==> config.mk <==
export PLATFORM = sky130hd
export DESIGN_NAME = psg_tone_noise_envelope_top_flat
export DESIGN_NICKNAME = d
export VERILOG_FILES = /design/src/rtl/psg_pkg.sv /design/src/rtl/psg_in_if.sv /design/src/rtl/psg_out_if.sv /design/src/rtl/psg_tone_noise_envelope_top.sv /design/src/flat_wrapper.sv
export SDC_FILE = /design/constraint.sdc
export NUM_CORES = 1
export LEC_CHECK = 0
export BUFFER_PORTS_ARGS = -buffer_cell sky130_fd_sc_hd__buf_2
export CORE_MARGIN = 3
export CORE_UTILIZATION = 54
export CTS_CLUSTER_DIAMETER = 80
export DETAILED_ROUTE_END_ITERATION = 7
export PLACE_DENSITY_LB_ADDON = 0.12
export SETUP_SLACK_MARGIN = 0.5
export SLEW_MARGIN = 20
export SYNTH_ARGS = -nofsm -noshare
export SYNTH_HDL_FRONTEND = slang
export SYNTH_SLANG_ARGS = --single-unit
==> constraint.sdc <==
create_clock -name clk_i -period 7.3 [get_ports clk_i]
set_input_delay 0.73 -clock clk_i [delete_from_list [all_inputs] [get_ports clk_i]]
set_output_delay 0.73 -clock clk_i [all_outputs]
set_load 0.005 [all_outputs]
==> src/rtl/psg_pkg.sv <==
// shared constants, codes and helpers of the sound generator
package psg_pkg;

  localparam int unsigned NumRegs    = 16;
  localparam int unsigned RegAddrW   = 4;
  localparam int unsigned DataW      = 8;
  localparam int unsigned ModeW      = 2;
  localparam int unsigned NumChan    = 3;
  localparam int unsigned LevelW     = 5;
  localparam int unsigned SumW       = 7;
  localparam int unsigned ToneCntW   = 12;
  localparam int unsigned ToneDivW   = 3;
  localparam int unsigned NoiseCntW  = 5;
  localparam int unsigned NoiseDivW  = 4;
  localparam int unsigned NoiseLfsrW = 17;
  localparam int unsigned NoiseTapB  = 3;
  localparam int unsigned EnvCntW    = 16;
  localparam int unsigned EnvDivW    = 8;
  localparam int unsigned EnvPosW    = 5;

  typedef enum logic [ModeW-1:0] {
    ModeTick  = 2'd0,
    ModeLatch = 2'd1,
    ModeWrite = 2'd2,
    ModeRead  = 2'd3
  } mode_e;

  // register addresses
  localparam logic [RegAddrW-1:0] RegToneACoarse = 4'd1;
  localparam logic [RegAddrW-1:0] RegToneBCoarse = 4'd3;
  localparam logic [RegAddrW-1:0] RegToneCCoarse = 4'd5;
  localparam logic [RegAddrW-1:0] RegNoisePeriod = 4'd6;
  localparam logic [RegAddrW-1:0] RegMixer       = 4'd7;
  localparam logic [RegAddrW-1:0] RegAmpA        = 4'd8;
  localparam logic [RegAddrW-1:0] RegAmpB        = 4'd9;
  localparam logic [RegAddrW-1:0] RegAmpC        = 4'd10;
  localparam logic [RegAddrW-1:0] RegEnvPerLo    = 4'd11;
  localparam logic [RegAddrW-1:0] RegEnvPerHi    = 4'd12;
  localparam logic [RegAddrW-1:0] RegEnvShape    = 4'd13;
  localparam logic [RegAddrW-1:0] RegPortA       = 4'd14;
  localparam logic [RegAddrW-1:0] RegPortB       = 4'd15;

  // bit positions
  localparam int unsigned MixNoiseOff  = 3;
  localparam int unsigned MixPortAOut  = 6;
  localparam int unsigned MixPortBOut  = 7;
  localparam int unsigned ShapeHold    = 0;
  localparam int unsigned ShapeAlt     = 1;
  localparam int unsigned ShapeAttack  = 2;
  localparam int unsigned ShapeCont    = 3;
  localparam int unsigned AmpEnvSel    = 4;

  localparam logic [EnvPosW-1:0] EnvMax   = 5'd31;
  localparam logic [DataW-1:0]   PortBIdle = 8'hFF;

  // bits kept by a register write
  function automatic logic [DataW-1:0] write_mask(input logic [RegAddrW-1:0] addr);
    logic [DataW-1:0] m;
    unique case (addr)
      RegToneACoarse, RegToneBCoarse, RegToneCCoarse, RegEnvShape: m = 8'h0F;
      RegNoisePeriod, RegAmpA, RegAmpB, RegAmpC:                   m = 8'h1F;
      default:                                                     m = 8'hFF;
    endcase
    return m;
  endfunction

endpackage

==> src/rtl/psg_in_if.sv <==
// input channel: bus or tick beat with keyboard and external lines
interface psg_in_if;
  import psg_pkg::*;

  logic                 valid;
  logic                 ready;
  logic [ModeW-1:0]     mode;
  logic [DataW-1:0]     data;
  logic [DataW-1:0]     key_columns;
  logic [DataW-1:0]     ext_lines;

  modport source (output valid, mode, data, key_columns, ext_lines, input ready);
  modport sink   (input valid, mode, data, key_columns, ext_lines, output ready);
endinterface

==> src/rtl/psg_out_if.sv <==
// output channel: read value and channel levels
interface psg_out_if;
  import psg_pkg::*;

  logic                 valid;
  logic                 ready;
  logic [DataW-1:0]     read_data;
  logic [LevelW-1:0]    level_a;
  logic [LevelW-1:0]    level_b;
  logic [LevelW-1:0]    level_c;
  logic [SumW-1:0]      level_sum;

  modport source (output valid, read_data, level_a, level_b, level_c, level_sum,
                  input ready);
  modport sink   (input valid, read_data, level_a, level_b, level_c, level_sum,
                  output ready);
endinterface

==> src/rtl/psg_tone_noise_envelope_top.sv <==
// three-channel tone, noise and envelope sound generator with register file
// an accepted input beat's result is registered in the output register in the next cycle
// throughput: one beat per cycle unless the output stalls; the generator update for a tick
//   fits between the state and output registers, so beats may follow back to back
// reset (rst_ni low, asynchronous): register file, counters and levels clear,
//   the noise shift register loads one, the output register goes empty
module psg_tone_noise_envelope_top (
  input  logic       clk_i,
  input  logic       rst_ni,
  psg_in_if.sink     in_i,
  psg_out_if.source  out_o
);
  import psg_pkg::*;

  // ---------------------------------------------------------------------------
  // handshake: the output register accepts a new beat when empty or being drained
  // ---------------------------------------------------------------------------
  logic  out_valid_q;
  logic  accept;
  logic  tick;
  logic  wr_en;
  mode_e in_mode;

  assign in_i.ready = !out_valid_q || out_o.ready;
  assign accept     = in_i.valid && in_i.ready;
  assign in_mode    = mode_e'(in_i.mode);
  assign tick       = accept && (in_mode == ModeTick);
  assign wr_en      = accept && (in_mode == ModeWrite);

  // ---------------------------------------------------------------------------
  // state
  // ---------------------------------------------------------------------------
  logic [NumRegs-1:0][DataW-1:0]     regs_q, regs_d;
  logic [RegAddrW-1:0]               sel_q, sel_d;

  logic [ToneDivW-1:0]               tone_pre_q, tone_pre_d;
  logic [NumChan-1:0][ToneCntW-1:0]  tone_ctr_q, tone_ctr_d;
  logic [NumChan-1:0]                tone_lvl_q, tone_lvl_d;

  logic [NoiseDivW-1:0]              noise_pre_q, noise_pre_d;
  logic [NoiseCntW-1:0]              noise_ctr_q, noise_ctr_d;
  logic [NoiseLfsrW-1:0]             noise_sr_q, noise_sr_d;
  logic                              noise_bit_q, noise_bit_d;

  logic [EnvDivW-1:0]                env_div_q, env_div_d;
  logic [EnvCntW-1:0]                env_cnt_q, env_cnt_d;
  logic [EnvPosW-1:0]                env_pos_q, env_pos_d;
  logic [LevelW-1:0]                 env_amp_q, env_amp_d;
  logic                              env_rise_q, env_rise_d;
  logic                              env_frz_q, env_frz_d;

  logic [NumChan-1:0][LevelW-1:0]    chan_lvl_q, chan_lvl_d;

  // output register
  logic [DataW-1:0]                  out_rd_q;
  logic [NumChan-1:0][LevelW-1:0]    out_lvl_q;
  logic [SumW-1:0]                   out_sum_q;

  // ---------------------------------------------------------------------------
  // bus side: address latch, masked write, read mux
  // ---------------------------------------------------------------------------
  logic [DataW-1:0] wr_val;
  logic [DataW-1:0] rd_val;

  assign wr_val = in_i.data & write_mask(sel_q);

  always_comb begin
    regs_d = regs_q;
    sel_d  = sel_q;
    if (accept && (in_mode == ModeLatch)) begin
      sel_d = in_i.data[RegAddrW-1:0];   // high nibble ignored
    end
    if (wr_en) begin
      regs_d[sel_q] = wr_val;
    end
  end

  // port A in input mode sees the key matrix wired-ANDed with the connector,
  // port B in input mode floats high
  always_comb begin
    if (sel_q == RegPortA && !regs_q[RegMixer][MixPortAOut]) begin
      rd_val = in_i.key_columns & in_i.ext_lines;
    end else if (sel_q == RegPortB && !regs_q[RegMixer][MixPortBOut]) begin
      rd_val = PortBIdle;
    end else begin
      rd_val = regs_q[sel_q];
    end
  end

  // ---------------------------------------------------------------------------
  // tone generators: divide by 8, then a 12-bit period counter per channel
  // ---------------------------------------------------------------------------
  logic [NumChan-1:0][ToneCntW-1:0] tone_per;
  logic [NumChan-1:0][ToneCntW:0]   tone_next;

  always_comb begin
    for (int ch = 0; ch < NumChan; ch++) begin
      tone_per[ch] = {regs_q[RegAddrW'(2*ch+1)][3:0], regs_q[RegAddrW'(2*ch)]};
      if (tone_per[ch] == '0) begin
        tone_per[ch] = ToneCntW'(1);     // zero period behaves as one
      end
      tone_next[ch] = {1'b0, tone_ctr_q[ch]} + (ToneCntW+1)'(1);
    end
  end

  always_comb begin
    tone_pre_d = tone_pre_q;
    tone_ctr_d = tone_ctr_q;
    tone_lvl_d = tone_lvl_q;
    if (tick) begin
      if (tone_pre_q != '1) begin
        tone_pre_d = tone_pre_q + 1'b1;
      end else begin
        tone_pre_d = '0;
        for (int ch = 0; ch < NumChan; ch++) begin
          // >= so a lowered period expires right away
          if (tone_next[ch] >= {1'b0, tone_per[ch]}) begin
            tone_ctr_d[ch] = '0;
            tone_lvl_d[ch] = !tone_lvl_q[ch];
          end else begin
            tone_ctr_d[ch] = tone_next[ch][ToneCntW-1:0];
          end
        end
      end
    end
  end

  // ---------------------------------------------------------------------------
  // noise: divide by 16, 5-bit period, 17-bit lfsr with taps at bits 0 and 3
  // ---------------------------------------------------------------------------
  logic [NoiseCntW-1:0] noise_period;
  logic [NoiseCntW:0]   noise_next;
  logic                 noise_fb;

  always_comb begin
    noise_period = regs_q[RegNoisePeriod][NoiseCntW-1:0];
    if (noise_period == '0) begin
      noise_period = NoiseCntW'(1);
    end
  end

  assign noise_next = {1'b0, noise_ctr_q} + (NoiseCntW+1)'(1);
  assign noise_fb   = noise_sr_q[0] ^ noise_sr_q[NoiseTapB];

  always_comb begin
    noise_pre_d = noise_pre_q;
    noise_ctr_d = noise_ctr_q;
    noise_sr_d  = noise_sr_q;
    noise_bit_d = noise_bit_q;
    if (tick) begin
      if (noise_pre_q != '1) begin
        noise_pre_d = noise_pre_q + 1'b1;
      end else begin
        noise_pre_d = '0;
        if (noise_next < {1'b0, noise_period}) begin
          noise_ctr_d = noise_next[NoiseCntW-1:0];
        end else begin
          noise_ctr_d = '0;
          noise_sr_d  = {noise_fb, noise_sr_q[NoiseLfsrW-1:1]};
          noise_bit_d = noise_sr_q[1];   // bit 0 after the shift
        end
      end
    end
  end

  // ---------------------------------------------------------------------------
  // envelope: divide by 256, 16-bit period, 32-step ramp with ten shapes
  // a write to the shape register restarts the ramp
  // ---------------------------------------------------------------------------
  logic [EnvCntW-1:0]   env_per;
  logic [EnvCntW:0]     env_next;
  logic [EnvPosW-1:0]   env_pos_inc;
  logic [DataW-1:0]     env_shape;
  logic                 env_rise_flip;

  always_comb begin
    env_per = {regs_q[RegEnvPerHi], regs_q[RegEnvPerLo]};
    if (env_per == '0) begin
      env_per = EnvCntW'(1);
    end
  end

  assign env_next      = {1'b0, env_cnt_q} + (EnvCntW+1)'(1);
  assign env_pos_inc   = env_pos_q + 1'b1;
  assign env_shape     = regs_q[RegEnvShape];
  assign env_rise_flip = env_rise_q ^ env_shape[ShapeAlt];

  always_comb begin
    env_div_d  = env_div_q;
    env_cnt_d  = env_cnt_q;
    env_pos_d  = env_pos_q;
    env_amp_d  = env_amp_q;
    env_rise_d = env_rise_q;
    env_frz_d  = env_frz_q;
    if (wr_en && sel_q == RegEnvShape) begin
      env_frz_d  = 1'b0;
      env_pos_d  = '0;
      env_rise_d = wr_val[ShapeAttack];
      env_amp_d  = wr_val[ShapeAttack] ? '0 : EnvMax;
    end else if (tick) begin
      if (env_div_q != '1) begin
        env_div_d = env_div_q + 1'b1;
      end else begin
        env_div_d = '0;
        if (env_next < {1'b0, env_per}) begin
          env_cnt_d = env_next[EnvCntW-1:0];
        end else begin
          env_cnt_d = '0;
          if (!env_frz_q) begin
            if (env_pos_q != EnvMax) begin
              env_pos_d = env_pos_inc;
              env_amp_d = env_rise_q ? env_pos_inc : (EnvMax - env_pos_inc);
            end else begin
              env_pos_d = '0;
              if (!env_shape[ShapeCont]) begin
                // one-shot shapes drop to silence
                env_frz_d = 1'b1;
                env_amp_d = '0;
              end else if (env_shape[ShapeHold]) begin
                // hold at the end level, mirrored when alternating
                env_frz_d = 1'b1;
                env_amp_d = env_rise_flip ? EnvMax : '0;
              end else begin
                // repeat, reversing direction when alternating
                env_rise_d = env_rise_flip;
                env_amp_d  = env_rise_flip ? '0 : EnvMax;
              end
            end
          end
        end
      end
    end
  end

  // ---------------------------------------------------------------------------
  // mixer: gate tone and noise per channel, pick fixed or envelope amplitude
  // uses the generator values of this same tick
  // ---------------------------------------------------------------------------
  logic [NumChan-1:0] chan_on;

  always_comb begin
    chan_lvl_d = chan_lvl_q;
    for (int ch = 0; ch < NumChan; ch++) begin
      chan_on[ch] = (tone_lvl_d[ch] || regs_q[RegMixer][ch])
                 && (noise_bit_d || regs_q[RegMixer][ch+MixNoiseOff]);
      if (tick) begin
        if (!chan_on[ch]) begin
          chan_lvl_d[ch] = '0;
        end else if (regs_q[RegAmpA + RegAddrW'(ch)][AmpEnvSel]) begin
          chan_lvl_d[ch] = env_amp_d;
        end else begin
          chan_lvl_d[ch] = {regs_q[RegAmpA + RegAddrW'(ch)][3:0], 1'b1};
        end
      end
    end
  end

  // ---------------------------------------------------------------------------
  // state registers
  // ---------------------------------------------------------------------------
  always_ff @(posedge clk_i or negedge rst_ni) begin
    if (!rst_ni) begin
      regs_q      <= '0;
      sel_q       <= '0;
      tone_pre_q  <= '0;
      tone_ctr_q  <= '0;
      tone_lvl_q  <= '0;
      noise_pre_q <= '0;
      noise_ctr_q <= '0;
      noise_sr_q  <= NoiseLfsrW'(1);
      noise_bit_q <= 1'b0;
      env_div_q   <= '0;
      env_cnt_q   <= '0;
      env_pos_q   <= '0;
      env_amp_q   <= '0;
      env_rise_q  <= 1'b0;
      env_frz_q   <= 1'b0;
      chan_lvl_q  <= '0;
    end else begin
      regs_q      <= regs_d;
      sel_q       <= sel_d;
      tone_pre_q  <= tone_pre_d;
      tone_ctr_q  <= tone_ctr_d;
      tone_lvl_q  <= tone_lvl_d;
      noise_pre_q <= noise_pre_d;
      noise_ctr_q <= noise_ctr_d;
      noise_sr_q  <= noise_sr_d;
      noise_bit_q <= noise_bit_d;
      env_div_q   <= env_div_d;
      env_cnt_q   <= env_cnt_d;
      env_pos_q   <= env_pos_d;
      env_amp_q   <= env_amp_d;
      env_rise_q  <= env_rise_d;
      env_frz_q   <= env_frz_d;
      chan_lvl_q  <= chan_lvl_d;
    end
  end

  // ---------------------------------------------------------------------------
  // output register
  // ---------------------------------------------------------------------------
  always_ff @(posedge clk_i or negedge rst_ni) begin
    if (!rst_ni) begin
      out_valid_q <= 1'b0;
    end else if (accept) begin
      out_valid_q <= 1'b1;
    end else if (out_o.ready) begin
      out_valid_q <= 1'b0;
    end
  end

  always_ff @(posedge clk_i) begin
    if (accept) begin
      out_rd_q  <= (in_mode == ModeRead) ? rd_val : '0;
      out_lvl_q <= chan_lvl_d;
      out_sum_q <= SumW'(chan_lvl_d[0]) + SumW'(chan_lvl_d[1]) + SumW'(chan_lvl_d[2]);
    end
  end

  assign out_o.valid     = out_valid_q;
  assign out_o.read_data = out_rd_q;
  assign out_o.level_a   = out_lvl_q[0];
  assign out_o.level_b   = out_lvl_q[1];
  assign out_o.level_c   = out_lvl_q[2];
  assign out_o.level_sum = out_sum_q;

  // ---------------------------------------------------------------------------
  // assertions
  // ---------------------------------------------------------------------------
  a_levels_hold_off_tick: assert property (@(posedge clk_i) disable iff (!rst_ni)
    accept && in_mode != ModeTick |=> chan_lvl_q == $past(chan_lvl_q))
    else $error("channel levels changed on a non-tick beat");

  a_result_tracks_levels: assert property (@(posedge clk_i) disable iff (!rst_ni)
    accept |=> out_valid_q && out_lvl_q == chan_lvl_q)
    else $error("result beat does not show the current channel levels");

  a_read_data_zero: assert property (@(posedge clk_i) disable iff (!rst_ni)
    accept && in_mode != ModeRead |=> out_rd_q == '0)
    else $error("read data nonzero on a non-read beat");

  a_lfsr_nonzero: assert property (@(posedge clk_i) disable iff (!rst_ni)
    noise_sr_q != '0)
    else $error("noise shift register locked at zero");

  a_frozen_at_start: assert property (@(posedge clk_i) disable iff (!rst_ni)
    env_frz_q |-> env_pos_q == '0)
    else $error("frozen envelope with nonzero position");

endmodule

==> src/flat_wrapper.sv <==
// flat-port wrapper written by rule: the top's interface ports become plain ports
module psg_tone_noise_envelope_top_flat import psg_pkg::*;
  (clk_i, rst_ni, in_i_valid, in_i_mode, in_i_data, in_i_key_columns, in_i_ext_lines, in_i_ready, out_o_valid, out_o_read_data, out_o_level_a, out_o_level_b, out_o_level_c, out_o_level_sum, out_o_ready);
  psg_in_if in_i_i ();
  psg_out_if out_o_i ();
  input  logic clk_i;
  input  logic rst_ni;
  input wire logic [$bits(in_i_i.valid)-1:0] in_i_valid;
  input wire logic [$bits(in_i_i.mode)-1:0] in_i_mode;
  input wire logic [$bits(in_i_i.data)-1:0] in_i_data;
  input wire logic [$bits(in_i_i.key_columns)-1:0] in_i_key_columns;
  input wire logic [$bits(in_i_i.ext_lines)-1:0] in_i_ext_lines;
  output wire logic [$bits(in_i_i.ready)-1:0] in_i_ready;
  output wire logic [$bits(out_o_i.valid)-1:0] out_o_valid;
  output wire logic [$bits(out_o_i.read_data)-1:0] out_o_read_data;
  output wire logic [$bits(out_o_i.level_a)-1:0] out_o_level_a;
  output wire logic [$bits(out_o_i.level_b)-1:0] out_o_level_b;
  output wire logic [$bits(out_o_i.level_c)-1:0] out_o_level_c;
  output wire logic [$bits(out_o_i.level_sum)-1:0] out_o_level_sum;
  input wire logic [$bits(out_o_i.ready)-1:0] out_o_ready;
  assign in_i_i.valid = in_i_valid;
  assign in_i_i.mode = in_i_mode;
  assign in_i_i.data = in_i_data;
  assign in_i_i.key_columns = in_i_key_columns;
  assign in_i_i.ext_lines = in_i_ext_lines;
  assign in_i_ready = in_i_i.ready;
  assign out_o_valid = out_o_i.valid;
  assign out_o_read_data = out_o_i.read_data;
  assign out_o_level_a = out_o_i.level_a;
  assign out_o_level_b = out_o_i.level_b;
  assign out_o_level_c = out_o_i.level_c;
  assign out_o_level_sum = out_o_i.level_sum;
  assign out_o_i.ready = out_o_ready;
  psg_tone_noise_envelope_top u_core (.clk_i(clk_i), .rst_ni(rst_ni), .in_i(in_i_i), .out_o(out_o_i));
endmodule
==> flow_summary_export.csv, run 1 <==
group,metric,value,unit
yosys,ys_warn_count,0,
layout,drive_above_1_share,18.3,%
clocking,cts_setup_buffers,0,
yosys,netlist_area,0.0154,mm²
clocking,post_cts_resized,0,
yosys,ys_async_sr_fraction,89.4,%
critical_path,cp-start-kind,"register",
power,switchingPower,1.53,mW
clocking,cts_num_sinks,283,
clocking,clock_latency,0.55,ns
sta,relSlewSlack,23.6,%
power,p_total,4.93,mW
placed_design,gp_congestion,0.867,
critical_path,critical_path_required,7.59,ns
power,internal_power,3.40,mW
grt,grt_pass1_vias,10800,
route,vias,11300,
clocking,cts_max_level,1,
sta,slew_violations,0,
sta,hold_viol,0,
route,drtIter0Drc,995,
layout,utilization,61.3,%
floorplanning,die_x,175,µm
yosys,synth_nets,1579,
clocking,cts_tree,"yes",
yosys,synth_cells,1466,
placed_design,dp_slack,0.971,ns
yosys,avgSynthCellArea,10.5,µm²
power,p_leak,7.91,nW
placed_design,numPortBuffers,61,
yosys,synthMuxAreaShare,12.0,%
critical_path,arrival,6.52,ns
route,vias_per_cell,5.87,
clocking,clk_pin_slew,0.06,ns
yosys,seq_area_frac_synth,47.0,%
power,p_comb_share,23.1,%
critical_path,critPathKind,"reg2reg",
route,routed_wl,37.2,mm
sta,finalSetupTns,0,ns
critical_path,end_kind,"register",
clocking,root_buffer,"clkbuf_16",
yosys,ys_seq_elements,283,
clocking,cts-buffers-inserted,30,
clocking,cts_hold_buffers,0,
yosys,synth-edff-count,30,
placed_design,place_area,0.0161,mm²
grt,grt_usage,24.3,%
critical_path,crit_path_top_delay_cell,"nor3_1",
yosys,synth_fa_ha_area_share,6.85,%
sta,rsz0062_at_grt,"no",
route,drtAntennaViolNets,0,
layout,fin_area,0.0171,mm²
yosys,synth_simple_gate_area_share,14.5,%
floorplanning,die_y,175,µm
grt,grt_max_degree,156,
power,pwr-share-clk,32.4,%
route,drc,0,
placed_design,dpl.cell_count,1861,
grt,grt_remaining_overflow,0,
grt,grt_pass1_wl,59.7,mm
sta,skew,0.0118,ns
layout,fin_cells,1918,
sta,tightestPinTransition,1.15,ns
floorplanning,start_util,55.1,%
floorplanning,io_pins,62,
critical_path,cp_cell_sequence,"nand3_2 -> nor3_1 -> and3_1 -> nand3_1 -> nor2_1 -> xor2_1 -> ha_1 -> nand3_1 -> nor3_1 -> nand3_1 -> a311oi_4 -> nor2_2 -> a2111oi_2 -> o21ai_1 -> ha_1 -> fa_1 -> ha_1 -> a21o_1 -> a21oi_1 -> o21bai_1 -> a21oi_1 -> xor2_1",
layout,areaGrowthSynthToFinish,11.3,%
clocking,cts_buffer_depth,3,
yosys,yosysUniqueCellTypes,75,
yosys,synth_top_flop_cell,"dfrtp_1",
outcome,status,"finished clean",
route,firstDrtPassIters,4,
power,switching_share,31.1,%
floorplanning,die_area,0.0305,mm²
route,wl_per_cell,19.4,µm
layout,nets,1629,
placed_design,place_hpwl,26.1,mm
sta,final.period_utilization,85.3,%
critical_path,cpPeakStageDelay,0.48,ns
yosys,synth-compound-area-share,12.0,%
sta,fmax,161,MHz
power,power_frac_seq,44.6,%
min_path,hp-class,"in2async",
yosys,synth_top_family_by_area,"simple AND/OR/NAND/NOR gates",
sta,setup_viol,0,
grt,antenna_found_initial,0,
power,power_density,288,mW/mm²
run,drv_cap,0,
sta,setup_slack,1.07,ns
layout,n_antenna_cell,0,
yosys,synth-xor-area-share,4.13,%
sta,holdWs,0.177,ns
critical_path,critPathMaxFanout,7,
floorplanning,rows,61,
sta,min_period,6.23,ns
power,peakVddDrop,207,µV
floorplanning,coreArea,0.0279,mm²
-- cell type report --
cell class / count / area, µm²
inverters: 77 / 289
flip-flops and latches: 283 / 7230
clock buffers: 47 / 957
clock inverters: 9 / 104
repair buffers: 77 / 448
well taps: 378 / 473
multi-input cells: 1047 / 7610
fillers: 2350 / 10800
-- cell families (layout without fill, tap and decap cells) --
logic type	count (synthesis)	count (layout)
fa+ha+maj	83	83
flops	283	283
mux	124	124
compound gates	300	300
simple gates	469	469
xor+xnor	71	71
buf+inv	136	210
-- cells in the mapped netlist, drive strengths merged (4+ instances only) --
| cell | count | share of area, % |
|---|---|---|
| a211oi | 7 | 0.42 |
| dfrtp | 252 | 41 |
| nand2b | 12 | 0.49 |
| nor3 | 28 | 1.0 |
| and4 | 5 | 0.28 |
| a31oi | 22 | 0.89 |
| and3 | 19 | 0.77 |
| mux2 | 84 | 6.2 |
| edfxtp | 30 | 5.9 |
| and2 | 11 | 0.45 |
| xnor2 | 45 | 2.6 |
| xor2 | 25 | 1.4 |
| a2111oi | 4 | 0.27 |
| o21ai | 160 | 5.2 |
| a31o | 5 | 0.28 |
| a21o | 8 | 0.39 |
| nand3 | 47 | 1.6 |
| nor2 | 63 | 1.6 |
| nor4 | 13 | 0.63 |
| ha | 81 | 6.6 |
| inv | 77 | 1.9 |
| o31ai | 10 | 0.49 |
| nand4 | 10 | 0.49 |
| buf | 18 | 0.62 |
| a21oi | 41 | 1.3 |
| clkbuf | 41 | 1.0 |
| nand2 | 225 | 5.5 |
| nor2b | 25 | 1.1 |
| a22o | 13 | 0.74 |
| mux4 | 40 | 5.9 |
-- final timing paths --
| kind | slack [ns] | cells past startpoint | end | startpoint |
|---|---|---|---|---|
| worst max register to register | 1.07 | 22 | u_core.out_o.level_sum[5] | u_core.env_cnt_q[2] |
| worst min-delay path | 0.18 | 1 | u_core.tone_ctr_q[5] | rst_ni |
| max in group asynchronous | 5.81 | 2 | u_core.regs_q[121] | rst_ni |
| worst max-delay path | 1.07 | 22 | u_core.out_o.level_sum[5] | u_core.env_cnt_q[2] |
| min in group clk_i | 0.47 | 2 | u_core.noise_sr_q[0] | u_core.noise_sr_q[0] |
| worst min register to register | 0.47 | 2 | u_core.noise_sr_q[0] | u_core.noise_sr_q[0] |
-- placed cells by master (no fill, tap or decap), drive strengths merged, types with 41 or more instances in the layout --
| cell | Yosys | routed |
|---|---|---|
| mux2 | 84 | 84 |
| a21oi | 41 | 41 |
| nand3 | 47 | 47 |
| ha | 81 | 81 |
| nor2 | 63 | 63 |
| dfrtp | 252 | 252 |
| xnor2 | 45 | 45 |
| inv | 77 | 79 |
| o21ai | 160 | 160 |
| clkbuf | 41 | 47 |
| nand2 | 225 | 225 |
| buf | 18 | 77 |
-- worst max-delay path: cells and delay by family, from the launching register on --
kind,cells,cell delay (ns)
DFF,1,0.45
and+or+nand+nor,9,2.33
xor gates and xnor gates,2,0.19
AOI/OAI and AO/OA,7,1.67
adders and majority gates,4,1.33
-- power by group through the flow --
stage	clock, mW	combinational (mW)	sequential, mW
after CTS	1.63	1.14	2.18
after detailed placement	0	1.14	2.21
after global routing	1.69	1.26	2.23
after global placement	0	1.10	2.20
after floorplan	0	0.844	2.07
final	1.60	1.14	2.20
-- metal layers --
layer | up-vias | part of all wire (%) | routed length (µm) | GRT usage [%]
met4 | 0 | 2.1 | 782 | 5.72
li1 | 5339 | - | - | -
met2 | 264 | 44 | 16500 | 37.3
met1 | 5591 | 48 | 18000 | 37.2
met5 | - | 0 | 0 | 0
met3 | 56 | 5.0 | 1860 | 2.78
-- sequential cells by signal (all words and copies together) (netlist names), 4 cells and up --
name / count
u_core.env_pos_q: 5
u_core.env_shape: 8
u_core.out_o.level_b: 5
u_core.noise_pre_q: 4
u_core.env_amp_q: 5
u_core.tone_ctr_q: 36
u_core.regs_q: 120
u_core.out_o.level_c: 5
u_core.out_o.read_data: 8
u_core.sel_q: 4
u_core.chan_lvl_q: 15
u_core.out_o.level_sum: 7
u_core.env_div_q: 8
u_core.out_o.level_a: 5
u_core.noise_ctr_q: 5
u_core.noise_sr_q: 17
u_core.env_cnt_q: 16
(Power assumes the default switching activity.)
==> run 2: changes to the inputs <==
Settings changed: PLACE_DENSITY set to 0.8, PLACE_DENSITY_LB_ADDON 0.12 to not set.
==> run 2 against run 1 <==
Against the previous run:
- global-route usage fell by 0.85 points
- sequential share of layout area rose by 0.53 points
- sequential power barely moved
- total power fell by 5.0%
- non-clock buffer count fell by 1
==> flow_summary_export.csv, run 2 (synthesis results as in run 1) <==
group,metric,value,unit
placed_design,numPortBuffers,61,
clocking,clock_latency,0.56,ns
route,drtIter0Drc,1058,
sta,finalSetupTns,0,ns
grt,grt_max_degree,110,
layout,nets,1627,
critical_path,crit_path_top_delay_cell,"a311oi_4",
route,routed_wl,36.1,mm
clocking,cts_num_sinks,283,
clocking,cts-buffers-inserted,29,
critical_path,arrival,6.65,ns
power,peakVddDrop,212,µV
critical_path,cp-start-kind,"register",
placed_design,place_hpwl,25.1,mm
floorplanning,io_pins,62,
clocking,cts_hold_buffers,0,
grt,antenna_found_initial,1,
critical_path,critPathMaxFanout,12,
critical_path,critical_path_required,7.60,ns
floorplanning,die_area,0.0305,mm²
placed_design,dpl.cell_count,1861,
layout,nFillCells,2176,
critical_path,cp_cell_sequence,"nand3_2 -> nor3_2 -> and3_1 -> nand3_1 -> nor2_1 -> xor2_1 -> ha_1 -> nand3_1 -> nor3_1 -> o221ai_2 -> a311oi_4 -> nor2_2 -> a2111oi_2 -> o21ai_1 -> ha_1 -> fa_1 -> ha_1 -> a21o_1 -> a21oi_1 -> o21bai_1 -> a21oi_1 -> xor2_1",
sta,slew_violations,0,
clocking,cts_buffer_depth,3,
layout,areaGrowthSynthToFinish,9.94,%
layout,multiInputGateArea,0.00762,mm²
layout,utilization,60.5,%
sta,final.period_utilization,87.0,%
grt,grt_usage,23.4,%
route,drtAntennaViolNets,0,
route,vias_per_cell,6.06,
route,drc,0,
power,internal_power,3.21,mW
power,pwr-share-clk,29.3,%
grt,grt_pass1_wl,58.8,mm
clocking,cts_max_level,1,
critical_path,critPathLaunch,"u_core.env_cnt_q[2]",
floorplanning,rows,61,
layout,n_antenna_cell,0,
layout,layout_common_cells,"dfrtp_1 (251), nand2_1 (225), o21ai_0 (143)",
critical_path,critical_path.most_common_cell,"ha_1",
clocking,clk_pin_slew,0.06,ns
route,wl_per_cell,18.9,µm
layout,registers.top_by_ff_count,"u_core.regs_q",
layout,drive_above_1_share,17.5,%
sta,tightestPinTransition,1.11,ns
route,wl_met1,15.1,mm
critical_path,cpPeakStageDelay,0.57,ns
power,p_comb_share,24.3,%
critical_path,r2r_start,"u_core.env_cnt_q[2]",
floorplanning,start_util,55.1,%
route,top_layer,"met5",
sta,rsz0062_at_grt,"no",
power,power_frac_seq,46.4,%
power,p_total,4.68,mW
layout,largest_reg_flops,120,
sta,skew,0.0225,ns
sta,setup_viol,0,
critical_path,critPathKind,"reg2reg",
sta,relSlewSlack,26.1,%
power,switchingPower,1.47,mW
layout,reg_top3,"u_core.regs_q x120, u_core.tone_ctr_q x36, u_core.noise_sr_q x17",
clocking,cts_tree,"yes",
clocking,post_cts_resized,0,
layout,mostFrequentLayoutCell,"dfrtp_1",
grt,grt_remaining_overflow,0,
power,p_leak,7.79,nW
layout,ff_latch_area,0.00723,mm²
critical_path,end_kind,"register",
floorplanning,die_x,175,µm
grt,grt_pass1_vias,11400,
sta,min_period,6.35,ns
clocking,cts_setup_buffers,0,
min_path,hp-class,"in2async",
outcome,status,"finished clean",
layout,fin_cells,1911,
power,power_density,277,mW/mm²
route,routed-wl-met3,2.71,mm
run,drv_cap,0,
placed_design,gp_congestion,0.876,
floorplanning,die_y,175,µm
power,switching_share,31.5,%
floorplanning,coreArea,0.0279,mm²
route,vias,11600,
route,wl_met2,17.3,mm
clocking,root_buffer,"clkbuf_16",
sta,hold_viol,0,
route,firstDrtPassIters,5,
sta,fmax,157,MHz
## run 2: changes by cell type in the layout (fill, tap and decap cells not counted), sizes merged
cell | previous run | this run
buf | 77 | 76
clkinvlp | 1 | 2
clkinv | 4 | 9
clkbuf | 47 | 37
inv | 79 | 78
bufinv | 2 | 1
## run 2: final timing paths
kind,end,slack [ns],cells after the start
worst max-delay path,u_core.out_o.level_sum[5],0.95,22
worst min-delay path,u_core.chan_lvl_q[4],0.18,1
worst max register to register,u_core.out_o.level_sum[5],0.95,22
worst min register to register,u_core.tone_lvl_q[2],0.47,1
max in group asynchronous,u_core.tone_ctr_q[16],5.56,2
min in group clk_i,u_core.tone_lvl_q[2],0.47,1
## run 2: area by class of cell
| cell class | instances | area share, % |
|---|---|---|
| clock inverter | 13 | 0.548 |
| inverter | 77 | 1.71 |
| sequential | 283 | 42.8 |
| clock buffer | 37 | 4.59 |
| tap | 378 | 2.80 |
| timing repair buffer | 76 | 2.53 |
| multi-input combinational | 1047 | 45.0 |
## run 2: metrics by stage
step           setup WS [ns]  area [µm²]  hold WS, ns
3_3_place_gp            1.25       16000        0.454
2_1_floorplan           1.89       15400        0.434
6_report               0.950       16900        0.182
3_5_place_dp           0.912       16000        0.466
4_1_cts                0.882       16900        0.237
5_1_grt                0.477       16900        0.269
## run 2: power by group through the flow
stage | Clock, mW | Sequential, mW | Combinational, mW
after global routing | 1.46 | 2.20 | 1.26
after CTS | 1.40 | 2.16 | 1.13
after floorplan | 0 | 2.07 | 0.844
after global placement | 0 | 2.17 | 1.07
after detailed placement | 0 | 2.18 | 1.12
final | 1.37 | 2.17 | 1.14
## run 2: metal layers
| metal | up-vias | global-route usage [%] |
|---|---|---|
| li1 | 5316 | - |
| met2 | 472 | 38.7 |
| met5 | - | 0 |
| met4 | 2 | 7.15 |
| met1 | 5705 | 32.2 |
| met3 | 77 | 3.74 |
## run 2: critical path, delay by kind of cell (launching register included)
family / cells / cell delay (ns)
AOI/OAI and AO/OA: 8 / 2.08
and+or+nand+nor: 8 / 2.02
adders and majority gates: 4 / 1.36
DFF: 1 / 0.45
xor gates and xnor gates: 2 / 0.19
